`src/sv/bsb_pkg.sv`:
```
// types and constants of the boid steering blend
// used by the controller, the datapath and the top level
package bsb_pkg;

  localparam int unsigned COORD_W = 32;
  localparam int unsigned SUM_W   = 40;
  localparam int unsigned VEC_W   = 42;
  localparam int unsigned MAG_W   = 41;
  localparam int unsigned WGT_W   = 16;
  localparam int unsigned RAD_W   = 31;
  localparam int unsigned CIDX_W  = 3;
  localparam int unsigned UNIT_W  = 18;
  localparam int unsigned QUO_W   = 17;
  localparam int unsigned LEN_W   = 31;
  localparam int unsigned ACC_W   = 68;
  localparam int unsigned OPND_W  = 34;
  localparam int unsigned STEP_W  = 5;
  localparam int unsigned IN_W    = 6 * COORD_W;
  localparam int unsigned OUT_W   = 3 * COORD_W;

  localparam logic [STEP_W-1:0] SQRT_FIRST = STEP_W'(31);
  localparam logic [STEP_W-1:0] DIV_LAST   = STEP_W'(QUO_W - 1);
  localparam logic [STEP_W-1:0] TERM_LAST  = STEP_W'(3);
  localparam logic [1:0]        AXIS_LAST  = 2'd2;

  localparam logic [1:0] VEC_COH = 2'd0;
  localparam logic [1:0] VEC_ALI = 2'd1;
  localparam logic [1:0] VEC_SEP = 2'd2;

  localparam logic [1:0] TERM_DIR = 2'd0;
  localparam logic [1:0] TERM_COH = 2'd1;
  localparam logic [1:0] TERM_ALI = 2'd2;
  localparam logic [1:0] TERM_SEP = 2'd3;

  localparam logic [CIDX_W-1:0] REG_WDIR = 3'd0;
  localparam logic [CIDX_W-1:0] REG_WALI = 3'd1;
  localparam logic [CIDX_W-1:0] REG_WCOH = 3'd2;
  localparam logic [CIDX_W-1:0] REG_WSEP = 3'd3;
  localparam logic [CIDX_W-1:0] REG_SEPR = 3'd4;

  localparam logic CMD_START = 1'b0;

  typedef enum logic [4:0] {
    OP_NONE, OP_START, OP_OVF, OP_NEIGH, OP_RSQ, OP_DSQ, OP_NEAR,
    OP_LOAD, OP_NORM, OP_UZERO, OP_MSQ, OP_SQINIT, OP_SQRT,
    OP_DINIT, OP_DIV, OP_DSTORE, OP_BLEND, OP_BROUND, OP_PASS, OP_FOUT
  } op_t;

  typedef struct packed {
    op_t               op;
    logic [1:0]        axis;
    logic [1:0]        vsel;
    logic [STEP_W-1:0] step;
  } cmd_t;

  typedef struct packed {
    logic full;
    logic few;
    logic zero;
    logic norm_ok;
    logic out_busy;
  } stat_t;

endpackage

```
`src/sv/bsb_ctrl.sv`:
```
// controller state machine: sequences the datapath per item and per result
// uses bsb_pkg command and status types
module bsb_ctrl (
  input  logic           clk,
  input  logic           rst,
  input  logic           in_valid,
  output logic           in_ready,
  input  logic           in_user,
  input  logic           in_last,
  input  bsb_pkg::stat_t stat,
  output bsb_pkg::cmd_t  cmd
);
  import bsb_pkg::*;

  typedef enum logic [4:0] {
    S_IDLE, S_ITEM, S_RSQ, S_DSQ, S_NEAR, S_FIN, S_LOAD, S_NORM, S_MSQ,
    S_SQINIT, S_SQRT, S_DINIT, S_DIV, S_DSTORE, S_BLEND, S_BROUND, S_OUT
  } state_t;

  state_t            state;
  logic [1:0]        axis;
  logic [1:0]        vsel;
  logic [STEP_W-1:0] step;
  logic              kind;
  logic              last;
  logic              pass;

  assign in_ready = state == S_IDLE;

  always_ff @(posedge clk) begin
    if (rst) begin
      state <= S_IDLE;
      axis  <= '0;
      vsel  <= '0;
      step  <= '0;
      kind  <= 1'b0;
      last  <= 1'b0;
      pass  <= 1'b0;
    end else begin
      case (state)
        S_IDLE: begin
          if (in_valid) begin
            kind  <= in_user;
            last  <= in_last;
            state <= S_ITEM;
          end
        end
        S_ITEM: state <= (kind != CMD_START && !stat.full) ? S_RSQ : S_FIN;
        S_RSQ: begin
          axis  <= '0;
          state <= S_DSQ;
        end
        S_DSQ: begin
          axis <= axis + 1'b1;
          if (axis == AXIS_LAST) state <= S_NEAR;
        end
        S_NEAR: state <= S_FIN;
        S_FIN: begin
          axis <= '0;
          vsel <= VEC_COH;
          if (!last) begin
            state <= S_IDLE;
          end else if (stat.few) begin
            pass  <= 1'b1;
            state <= S_OUT;
          end else begin
            pass  <= 1'b0;
            state <= S_LOAD;
          end
        end
        S_LOAD: begin
          axis <= axis + 1'b1;
          if (axis == AXIS_LAST) state <= S_NORM;
        end
        S_NORM: begin
          axis <= '0;
          if (stat.zero) begin
            step <= '0;
            if (vsel == VEC_SEP) begin
              state <= S_BLEND;
            end else begin
              vsel  <= vsel + 1'b1;
              state <= S_LOAD;
            end
          end else if (stat.norm_ok) begin
            state <= S_MSQ;
          end
        end
        S_MSQ: begin
          axis <= axis + 1'b1;
          if (axis == AXIS_LAST) state <= S_SQINIT;
        end
        S_SQINIT: begin
          axis  <= '0;
          step  <= SQRT_FIRST;
          state <= S_SQRT;
        end
        S_SQRT: begin
          step <= step - 1'b1;
          if (step == '0) state <= S_DINIT;
        end
        S_DINIT: begin
          step  <= '0;
          state <= S_DIV;
        end
        S_DIV: begin
          step <= step + 1'b1;
          if (step == DIV_LAST) state <= S_DSTORE;
        end
        S_DSTORE: begin
          step <= '0;
          if (axis != AXIS_LAST) begin
            axis  <= axis + 1'b1;
            state <= S_DINIT;
          end else begin
            axis <= '0;
            if (vsel == VEC_SEP) begin
              state <= S_BLEND;
            end else begin
              vsel  <= vsel + 1'b1;
              state <= S_LOAD;
            end
          end
        end
        S_BLEND: begin
          step <= step + 1'b1;
          if (step == TERM_LAST) state <= S_BROUND;
        end
        S_BROUND: begin
          step <= '0;
          if (axis == AXIS_LAST) begin
            state <= S_OUT;
          end else begin
            axis  <= axis + 1'b1;
            state <= S_BLEND;
          end
        end
        S_OUT: if (!stat.out_busy) state <= S_IDLE;
        default: state <= S_IDLE;
      endcase
    end
  end

  always_comb begin
    cmd.axis = axis;
    cmd.vsel = vsel;
    cmd.step = step;
    case (state)
      S_ITEM: begin
        if (kind == CMD_START) cmd.op = OP_START;
        else if (stat.full)    cmd.op = OP_OVF;
        else                   cmd.op = OP_NEIGH;
      end
      S_RSQ:    cmd.op = OP_RSQ;
      S_DSQ:    cmd.op = OP_DSQ;
      S_NEAR:   cmd.op = OP_NEAR;
      S_LOAD:   cmd.op = OP_LOAD;
      S_NORM: begin
        if (stat.zero)         cmd.op = OP_UZERO;
        else if (stat.norm_ok) cmd.op = OP_NONE;
        else                   cmd.op = OP_NORM;
      end
      S_MSQ:    cmd.op = OP_MSQ;
      S_SQINIT: cmd.op = OP_SQINIT;
      S_SQRT:   cmd.op = OP_SQRT;
      S_DINIT:  cmd.op = OP_DINIT;
      S_DIV:    cmd.op = OP_DIV;
      S_DSTORE: cmd.op = OP_DSTORE;
      S_BLEND:  cmd.op = OP_BLEND;
      S_BROUND: cmd.op = OP_BROUND;
      S_OUT: begin
        if (stat.out_busy) cmd.op = OP_NONE;
        else if (pass)     cmd.op = OP_PASS;
        else               cmd.op = OP_FOUT;
      end
      default:  cmd.op = OP_NONE;
    endcase
  end

endmodule

```
`config.mk`:
```
export PLATFORM = sky130hd
export DESIGN_NAME = bsb_ctrl
export DESIGN_NICKNAME = d
export VERILOG_FILES = /design/src/sv/bsb_pkg.sv /design/src/sv/bsb_ctrl.sv
export SDC_FILE = /design/constraint.sdc
export NUM_CORES = 1
export LEC_CHECK = 0
export BUFFER_PORTS_ARGS = -buffer_cell sky130_fd_sc_hd__buf_2
export CORE_ASPECT_RATIO = 1.4
export CORE_MARGIN = 1
export CORE_UTILIZATION = 45
export CTS_CLUSTER_SIZE = 12
export DETAILED_ROUTE_END_ITERATION = 8
export PLACE_DENSITY_LB_ADDON = 0.08
export SLEW_MARGIN = 0
export SYNTH_ARGS = -nofsm -noshare
export SYNTH_HDL_FRONTEND = slang
export SYNTH_SLANG_ARGS = --single-unit
```
`constraint.sdc`:
```
create_clock -name clk -period 3.3 [get_ports clk]
set_clock_uncertainty 0.1 [all_clocks]
set_input_delay 0.33 -clock clk [delete_from_list [all_inputs] [get_ports clk]]
set_output_delay 0.33 -clock clk [all_outputs]
set_load 0.05 [all_outputs]
```
==> results.ini, run 1 <==
[outcome]
status=completed

[floorplan]
ios=25
dieWidth_um=52.0
rows=25
fp.coreArea_um2=3350
start_util_pct=47.0
die_area_um2=3740
fp.dieH_um=72.0

[timing]
period_minus_slack_ps=2470
maxSlewViolCount=0
setup_viol=0
tightest_slew_ps=528
hold_viol=0
tns_ps=0
max_clock_freq_mhz=405
slew_headroom_pct=64.7
fin_crit_sh_pct=74.7
rsz0062_at_grt=false

[yosys]
synthCells=211
ys_ff_latch=17
syn_area_um2=1570
yosys_warnings=0
synth_edf_count=0
ys_seq_area_share_pct=21.6
synth_top_flop_cell=dfxtp_1
async_flop_share_pct=0
syn-num-nets=227
syn_avg_cell_area_um2=7.46
synth_cell_types=59
synth_area_leaders=dfxtp_1 22%, nand2_1 5.0%, ha_1 4.8%
synthDominantCellAreaShare_pct=21.6
yosysTopAreaCell=dfxtp_1

[clock_network]
clkTransAtPathRegs_ps=70
cts_hold_buf=0
clockBufferDepth=2
cts_setup_buffers=0
cts_root_buf=clkbuf_8
cts-resized-gates=0
cts_buffers=3
cts_htree_levels=1
clock_latency_ps=250
cts_tree=yes
cts_sinks=17

[route]
detail-route-antenna-nets=0
num_vias=1718
drc=0
routed_via_density=6.41
post_drt_wl_per_cell_um=16.9
dr.pass1.iters=5
wl_mm=4.53
drtIter0Drc=82

[power_and_ir_drop]
p_int_mw=0.503
seqPwrFrac_pct=25.0
p_clk_share_pct=15.6
peakVddDrop_v=0.000497
p_switching_mw=0.513
power_density_nw_per_um2=581
p_sw_share_pct=50.5
power.leakage_nw=0.690
p_comb_share_pct=59.4

[worst_setup_path]
worst_ep_required_time_ps=2870
worstReg2RegStart=state[3]
cp_max_fo=18
ff2ff_path_depth=9
critPathMostFrequentCell=nor2_1
cp_num_buf_inv=2
critical_path_class=register to output port
crit_slowest_cell=nor2b_1
cp.arrival_ps=2040
timing.rr.end=step[4]
path_cells=buf_4 > nor2b_1 > nor2_1 > nor2_1 > o21ai_0 > o211ai_1 > buf_2
path_depth=7
critical-path-top-delay-family=simple AND/OR/NAND/NOR gates
cp-endpoint=cmd[9]
crit_start=state[2]
start_kind=register
max_stage_delay_ps=480
r2r_slack_ps=1000
end_kind=output port

[layout]
layout-drive-gt1-share_pct=19.7
layout.nets=245
syn_to_final_growth_pct=11.1
finish.instance_area_um2=1750
antennaDiodeCount=0
finalNonFillerCells=268

[placed_design]
dp_cells=264
placed_area_um2=1700
place_congestion=0.926
port_buffers=24
hpwl_mm=3.33

[run]
drv_cap=0

[global_routing]
grt_usage_pct=25.5
first_global_vias=1544
grt-ovfl-total=0
grt_max_degree=30
grt_first_pass_wirelength_mm=7.29
antenna_found_initial=0

[worst_hold_path]
hold_class=input pin to register

==> flip-flops by register name (all words and copies together) (netlist names) <==
name	count
pass	1
vsel	2
axis	2
state	5
kind	1
step	5
last	1
==> power groups by stage <==
stage               Combinational, mW  Clock, mW  Sequential, mW
finish                          0.603      0.159           0.254
global route                    0.649      0.174           0.257
CTS                             0.598      0.165           0.254
detailed placement              0.595          0           0.259
global placement                0.585          0           0.257
floorplan                       0.436          0           0.293
==> logic make-up after synthesis <==
logic type | count (synthesis) | share of synthesized area [%]
AND/OR/NAND/NOR | 89 | 30.8
multiplexers | 6 | 4.13
adder cells (fa/ha/maj) | 6 | 4.77
buffers and inverters | 28 | 8.11
flip-flops | 17 | 21.6
AO/OA/AOI/OAI | 63 | 29.4
XOR/XNOR | 2 | 1.11
==> area by class of cell <==
| class | count | area (µm²) |
|---|---|---|
| multi-input cells | 166 | 1110 |
| fillers | 328 | 1600 |
| repair buffers | 30 | 165 |
| inverters | 11 | 41.3 |
| clock inverters | 1 | 5.00 |
| clock buffers | 3 | 41.3 |
| well taps | 40 | 50.0 |
| flip-flops and latches | 17 | 340 |
==> how the worst min path moves through the flow <==
stage / from / endpoint / depth (start not counted)
2_1_floorplan: pass / pass / 2
4_1_cts: in_last / last / 3
6_report: in_last / last / 3
3_3_place_gp: pass / pass / 2
5_1_grt: in_last / last / 3
3_5_place_dp: pass / pass / 2
==> cells in the final DEF (no fill, tap or decap), types with 3 or more instances in the layout <==
cell / instances
nand3_1: 7
ha_1: 6
o21ai_0: 11
buf_4: 6
o21bai_1: 3
buf_2: 24
a21oi_1: 12
nor2_1: 20
or3_1: 3
nand2_1: 21
a211oi_1: 3
a221oi_1: 4
nor3_1: 6
inv_1: 10
mux2i_1: 5
o211ai_1: 4
nand4_1: 3
nand2b_1: 7
dfxtp_1: 17
clkbuf_8: 3
nor2b_1: 4
==> worst register-to-register path, stage by stage, from the launching register on <==
cell and delay (ps):
dfxtp_1 340, nor4bb_1 290, buf_4 200, xnor2_1 70, ha_1 250, nor2_1 200
nor2_1 90, o221a_2 260, a2111oi_0 310, nor3_1 80
==> stage by stage <==
stage | worst slack (ps) | util, % | hold slack [ps] | power [mW]
final | 834 | 52.3 | 226 | 1.02
after global routing | 761 | 52.3 | 239 | 1.08
after CTS | 846 | 52.3 | 219 | 1.02
after detailed placement | 1060 | 50.9 | 355 | 0.854
after global placement | 1140 | 50.9 | 349 | 0.842
after floorplan | 499 | - | 336 | 0.728
==> per-layer routing <==
layer / up-vias / wire length, µm / track usage [%]
met1: 821 / 1810 / 29.4
met2: 70 / 2370 / 46.0
li1: 815 / - / -
met4: 0 / 132 / 10.8
met3: 12 / 222 / 2.73
met5: - / 0 / 0
==> cells in the mapped netlist (all sizes together) (3+ instances only) <==
master	instances
o21ai	12
nor2b	4
a221oi	4
mux2i	5
ha	6
clkbuf	6
buf	11
nor3	6
nor2	21
nand4	3
o21bai	3
a211oi	3
a21oi	12
dfxtp	17
or3	4
nand2b	8
o211ai	4
nand2	21
nand3	7
inv	11
Power figures use the tool's default switching activity.
==> inputs of run 2 (changes only) <==
==> constraint.sdc (replaced) <==
create_clock -name clk -period 2.5 [get_ports clk]
set_clock_uncertainty 0.1 [all_clocks]
set_input_delay 0.25 -clock clk [delete_from_list [all_inputs] [get_ports clk]]
set_output_delay 0.25 -clock clk [all_outputs]
set_load 0.05 [all_outputs]
==> run 2 against run 1 <==
  * First-iteration DRC count up 18%
  * Final area up 0.43%
  * Clock power up 34%
  * Die area unchanged
  * Wire length up 1.7%
==> results.ini, run 2 (synthesis gave the netlist of run 1 again) <==
[outcome]
status=completed  ; unchanged

[floorplan]
ios=25  ; unchanged
fp.dieH_um=72.0  ; unchanged
start_util_pct=47.0  ; unchanged
rows=25  ; unchanged
die_area_um2=3740  ; unchanged
fp.coreArea_um2=3350  ; unchanged
dieWidth_um=52.0  ; unchanged

[layout]
layout-drive-gt1-share_pct=20.1  ; was 19.7%
finish.instance_area_um2=1760  ; was 1750 µm²
reg_top3=state: 5 flops, step: 5 flops  ; unchanged
final_util_pct=52.5  ; was 52.3%
antennaDiodeCount=0  ; unchanged
final_cell_mix=24 x buf_2, 21 x nand2_1, 20 x nor2_1, 17 x dfxtp_1, 12 x a21oi_1  ; unchanged
layout_commonest_cell=buf_2  ; unchanged
layout.nets=246  ; was 245
finalNonFillerCells=269  ; was 268
syn_to_final_growth_pct=11.6  ; was 11.1%

[placed_design]
place_congestion=0.859  ; was 0.926
dp_cells=265  ; was 264
port_buffers=24  ; unchanged
placed_area_um2=1710  ; was 1700 µm²
hpwl_mm=3.37  ; was 3.33 mm
pre_cts_ws_ps=257  ; was 1060 ps

[timing]
period_minus_slack_ps=2360
fin_ws_ps=143  ; was 834 ps
fin_crit_sh_pct=94.3
tns_ps=0  ; unchanged
setup_viol=0  ; unchanged
rsz0062_at_grt=false  ; unchanged
max_clock_freq_mhz=424
slew_headroom_pct=64.6  ; was 64.7%
tightest_slew_ps=527  ; was 528 ps
maxSlewViolCount=0  ; unchanged
hold_viol=0  ; unchanged

[worst_setup_path]
cp_max_fo=18  ; unchanged
worst_ep_required_time_ps=2150  ; was 2870 ps
end_kind=output port  ; unchanged
r2r_slack_ps=220  ; was 1000 ps
crit_start=state[2]  ; unchanged
worstReg2RegStart=state[3]  ; unchanged
cp.arrival_ps=2010  ; was 2040 ps
critical_path_class=register to output port  ; unchanged
start_kind=register  ; unchanged

[route]
post_drt_wl_per_cell_um=17.1  ; was 16.9 µm
drtIter0Drc=97  ; was 82
wl_mm=4.61  ; was 4.53 mm
detail-route-antenna-nets=0  ; unchanged
drc=0  ; unchanged
dr.pass1.iters=4  ; was 5
routed_via_density=6.48  ; was 6.41
num_vias=1744  ; was 1718

[clock_network]
cts_sinks=17  ; unchanged
cts_setup_buffers=0  ; unchanged
clock_latency_ps=260  ; was 250 ps
cts_htree_levels=1  ; unchanged
clockBufferDepth=2  ; unchanged
clkTransAtPathRegs_ps=70  ; about the same
cts-resized-gates=0  ; unchanged
cts_root_buf=clkbuf_8  ; unchanged
cts_tree=yes  ; unchanged
cts_buffers=3  ; unchanged
cts_hold_buf=0  ; unchanged

[global_routing]
antenna_found_initial=0  ; unchanged
grt_first_pass_wirelength_mm=7.56  ; was 7.29 mm
grt-ovfl-total=0  ; unchanged
grt_usage_pct=26.4  ; was 25.5%
grt_max_degree=30  ; unchanged
first_global_vias=1675  ; was 1544

[power_and_ir_drop]
power_density_nw_per_um2=772  ; was 581 nW/µm²
power.leakage_nw=0.695  ; was 0.690 nW
peakVddDrop_v=0.000628  ; was 0.000497 V

[worst_hold_path]
holdCritStartpoint=in_last  ; unchanged
hold_class=input pin to register  ; unchanged

[run]
drv_cap=0  ; unchanged

-- run 2: final cells by class --
type | count | area, µm²
repair buffers | 31 | 173
clock buffers | 3 | 41.3
well taps | 40 | 50.0
multi-input cells | 166 | 1110
inverters | 11 | 41.3
flip-flops and latches | 17 | 340
clock inverters | 1 | 5.00
fillers | 338 | 1590
-- run 2: worst max-delay path, stage by stage, from the launching register on --
cell	delay, ps
dfxtp_1	340
buf_4	240
nor2b_1	480
nor2_1	80
nor2_1	90
o21ai_0	130
o211ai_1	110
buf_2	290
-- run 2: per-layer routing --
metal / GRT usage [%] / share of wire (%) / vias up
met4: 12.0 / 4.3 / 0
li1: - / - / 812
met1: 28.9 / 39 / 813
met2: 48.7 / 51 / 94
met3: 2.94 / 4.9 / 25
met5: 0 / 0 / -
-- run 2: power by group --
part           internal [mW]  leakage [nW]  switching, mW
Clock                  0.111        0.0255          0.102
Sequential             0.310         0.138         0.0267
Combinational          0.255         0.532          0.553
Total                  0.675         0.695          0.682
-- run 2: worst paths after layout --
| path | endpoint | cells past startpoint |
|---|---|---|
| min | last | 3 |
| max | cmd[9] | 7 |
| min reg2reg | pass | 2 |
| max reg2reg | step[4] | 8 |
-- run 2: per-stage QoR --
step | total power [mW] | hold WS, ps
floorplan | 0.963 | 297
global placement | 1.12 | 348
detailed placement | 1.14 | 351
CTS | 1.36 | 138
global route | 1.44 | 155
finish | 1.36 | 136
==> inputs of run 3 (changes only) <==
--- a/config.mk
+++ b/config.mk
@@ -12,6 +12,7 @@
 export CTS_CLUSTER_SIZE = 12
 export DETAILED_ROUTE_END_ITERATION = 8
 export PLACE_DENSITY_LB_ADDON = 0.08
+export REMOVE_ABC_BUFFERS = 1
 export SLEW_MARGIN = 0
 export SYNTH_ARGS = -nofsm -noshare
 export SYNTH_HDL_FRONTEND = slang
==> run 3 against run 2 <==
  * Sequential power about the same
  * Maximum frequency increased by 2.2%
  * Final area unchanged
  * Wire length decreased by 5.7%
  * Via count decreased by 3.5%
  * Flip-flop and latch count unchanged
  * Critical path type unchanged
  * Clock power about the same
  * Core utilization unchanged
  * Sequential share of layout area unchanged
  * Final cell count unchanged
  * Largest power group unchanged
  * Register-to-register slack improved by 50 ps
==> results.ini, run 3 (synthesis gave the netlist of run 1 again) <==
[timing]
maxSlewViolCount=0  ; unchanged
setup_viol=0  ; unchanged
period_minus_slack_ps=2310  ; was 2360 ps
whs_ps=141  ; was 136 ps
hold_viol=0  ; unchanged
fin_ws_ps=193  ; was 143 ps
max_clock_freq_mhz=433  ; was 424 MHz
fin_crit_sh_pct=92.3  ; was 94.3%
tightest_slew_ps=541  ; was 527 ps
tns_ps=0  ; unchanged
slew_headroom_pct=63.9  ; was 64.6%
rsz0062_at_grt=false  ; unchanged

[placed_design]
pre_cts_ws_ps=241  ; was 257 ps
port_buffers=24  ; unchanged
hpwl_mm=3.18  ; was 3.37 mm
place_congestion=0.804  ; was 0.859
placed_area_um2=1710  ; unchanged
dp_cells=265  ; unchanged

[worst_hold_path]
hold_class=input pin to register  ; unchanged

[global_routing]
grt-ovfl-total=0  ; unchanged
grt_usage_pct=24.4  ; was 26.4%
grt_max_degree=30  ; unchanged
grt_first_pass_wirelength_mm=6.95  ; was 7.56 mm
antenna_found_initial=0  ; unchanged
first_global_vias=1520  ; was 1675

[route]
num_vias=1683  ; was 1744
wl_mm=4.34  ; was 4.61 mm
routed_via_density=6.26  ; was 6.48
drc=0  ; unchanged
dr.pass1.iters=4  ; unchanged
drtIter0Drc=55  ; was 97
detail-route-antenna-nets=0  ; unchanged
post_drt_wl_per_cell_um=16.1  ; was 17.1 µm

[worst_setup_path]
cp_max_fo=18  ; unchanged
critical_path_class=register to output port  ; unchanged
worst_ep_required_time_ps=2150  ; about the same
start_kind=register  ; unchanged
cp.arrival_ps=1960  ; was 2010 ps
end_kind=output port  ; unchanged

[clock_network]
cts-resized-gates=0  ; unchanged
clock_latency_ps=260  ; about the same
cts_sinks=17  ; unchanged
cts_tree=yes  ; unchanged
cts_buffers=3  ; unchanged
cts_hold_buf=0  ; unchanged
cts_root_buf=clkbuf_8  ; unchanged
cts_setup_buffers=0  ; unchanged
cts_htree_levels=1  ; unchanged
clkTransAtPathRegs_ps=80  ; was 70 ps
clockBufferDepth=2  ; unchanged

[power_and_ir_drop]
p_total_mw=1.35  ; was 1.36 mW
peakVddDrop_v=0.000617  ; was 0.000628 V
power_density_nw_per_um2=771  ; was 772 nW/µm²
power.leakage_nw=0.695  ; about the same

[floorplan]
fp.dieH_um=72.0  ; unchanged
die_area_um2=3740  ; unchanged
rows=25  ; unchanged
dieWidth_um=52.0  ; unchanged
fp.coreArea_um2=3350  ; unchanged
ios=25  ; unchanged
start_util_pct=47.0  ; unchanged

[layout]
antennaDiodeCount=0  ; unchanged
finish.instance_area_um2=1760  ; unchanged
reg_top3=state: 5 flops, step: 5 flops  ; unchanged
final_cell_mix=24 x buf_2, 21 x nand2_1, 20 x nor2_1, 17 x dfxtp_1, 12 x a21oi_1  ; unchanged
syn_to_final_growth_pct=11.6  ; unchanged
finalNonFillerCells=269  ; unchanged
layout-drive-gt1-share_pct=20.1  ; unchanged
layout_commonest_cell=buf_2  ; unchanged
layout.nets=246  ; unchanged
nFillCells=329  ; was 338
final_util_pct=52.5  ; unchanged

[outcome]
status=completed  ; unchanged

[run]
drv_cap=0  ; unchanged

[run 3: cell counts in the layout (fill, tap and decap cells not counted)]
Identical to the previous run, type by type.
[run 3: critical path: stages, from the launching register on]
cell,delay (ps)
dfxtp_1,330
buf_4,230
nor2b_1,490
nor2_1,80
nor2_1,90
o21ai_0,90
o211ai_1,100
buf_2,290
[run 3: where the power goes]
part	leakage, nW	switching [mW]	internal, mW
Combinational	0.531	0.547	0.254
Sequential	0.138	0.0292	0.309
Clock	0.0255	0.103	0.111
Total	0.695	0.680	0.675
[run 3: path summary, 6_finish.rpt]
path                            startpoint       to  slack [ps]  cells after the start
worst max-delay path              state[2]   cmd[9]         190                      7
worst min-delay path               in_user     kind         140                      3
worst max register to register    state[3]  step[4]         270                      8
worst min register to register        pass     pass         370                      2
[run 3: final cells by class]
type,instances,area (µm²),share of cell area [%]
well taps,40,50.0,2.85
flip-flops and latches,17,340,19.4
multi-input cells,166,1110,63.0
clock buffers,3,41.3,2.35
repair buffers,31,173,9.83
inverters,11,41.3,2.35
clock inverters,1,5.00,0.285
[run 3: routing by layer]
| layer | vias to the layer above | wire (µm) | track usage [%] |
|---|---|---|---|
| li1 | 813 | - | - |
| met1 | 825 | 1810 | 27.3 |
| met2 | 41 | 2340 | 46.4 |
| met3 | 4 | 132 | 2.94 |
| met4 | 0 | 61 | 6.61 |
| met5 | - | 0 | 0 |
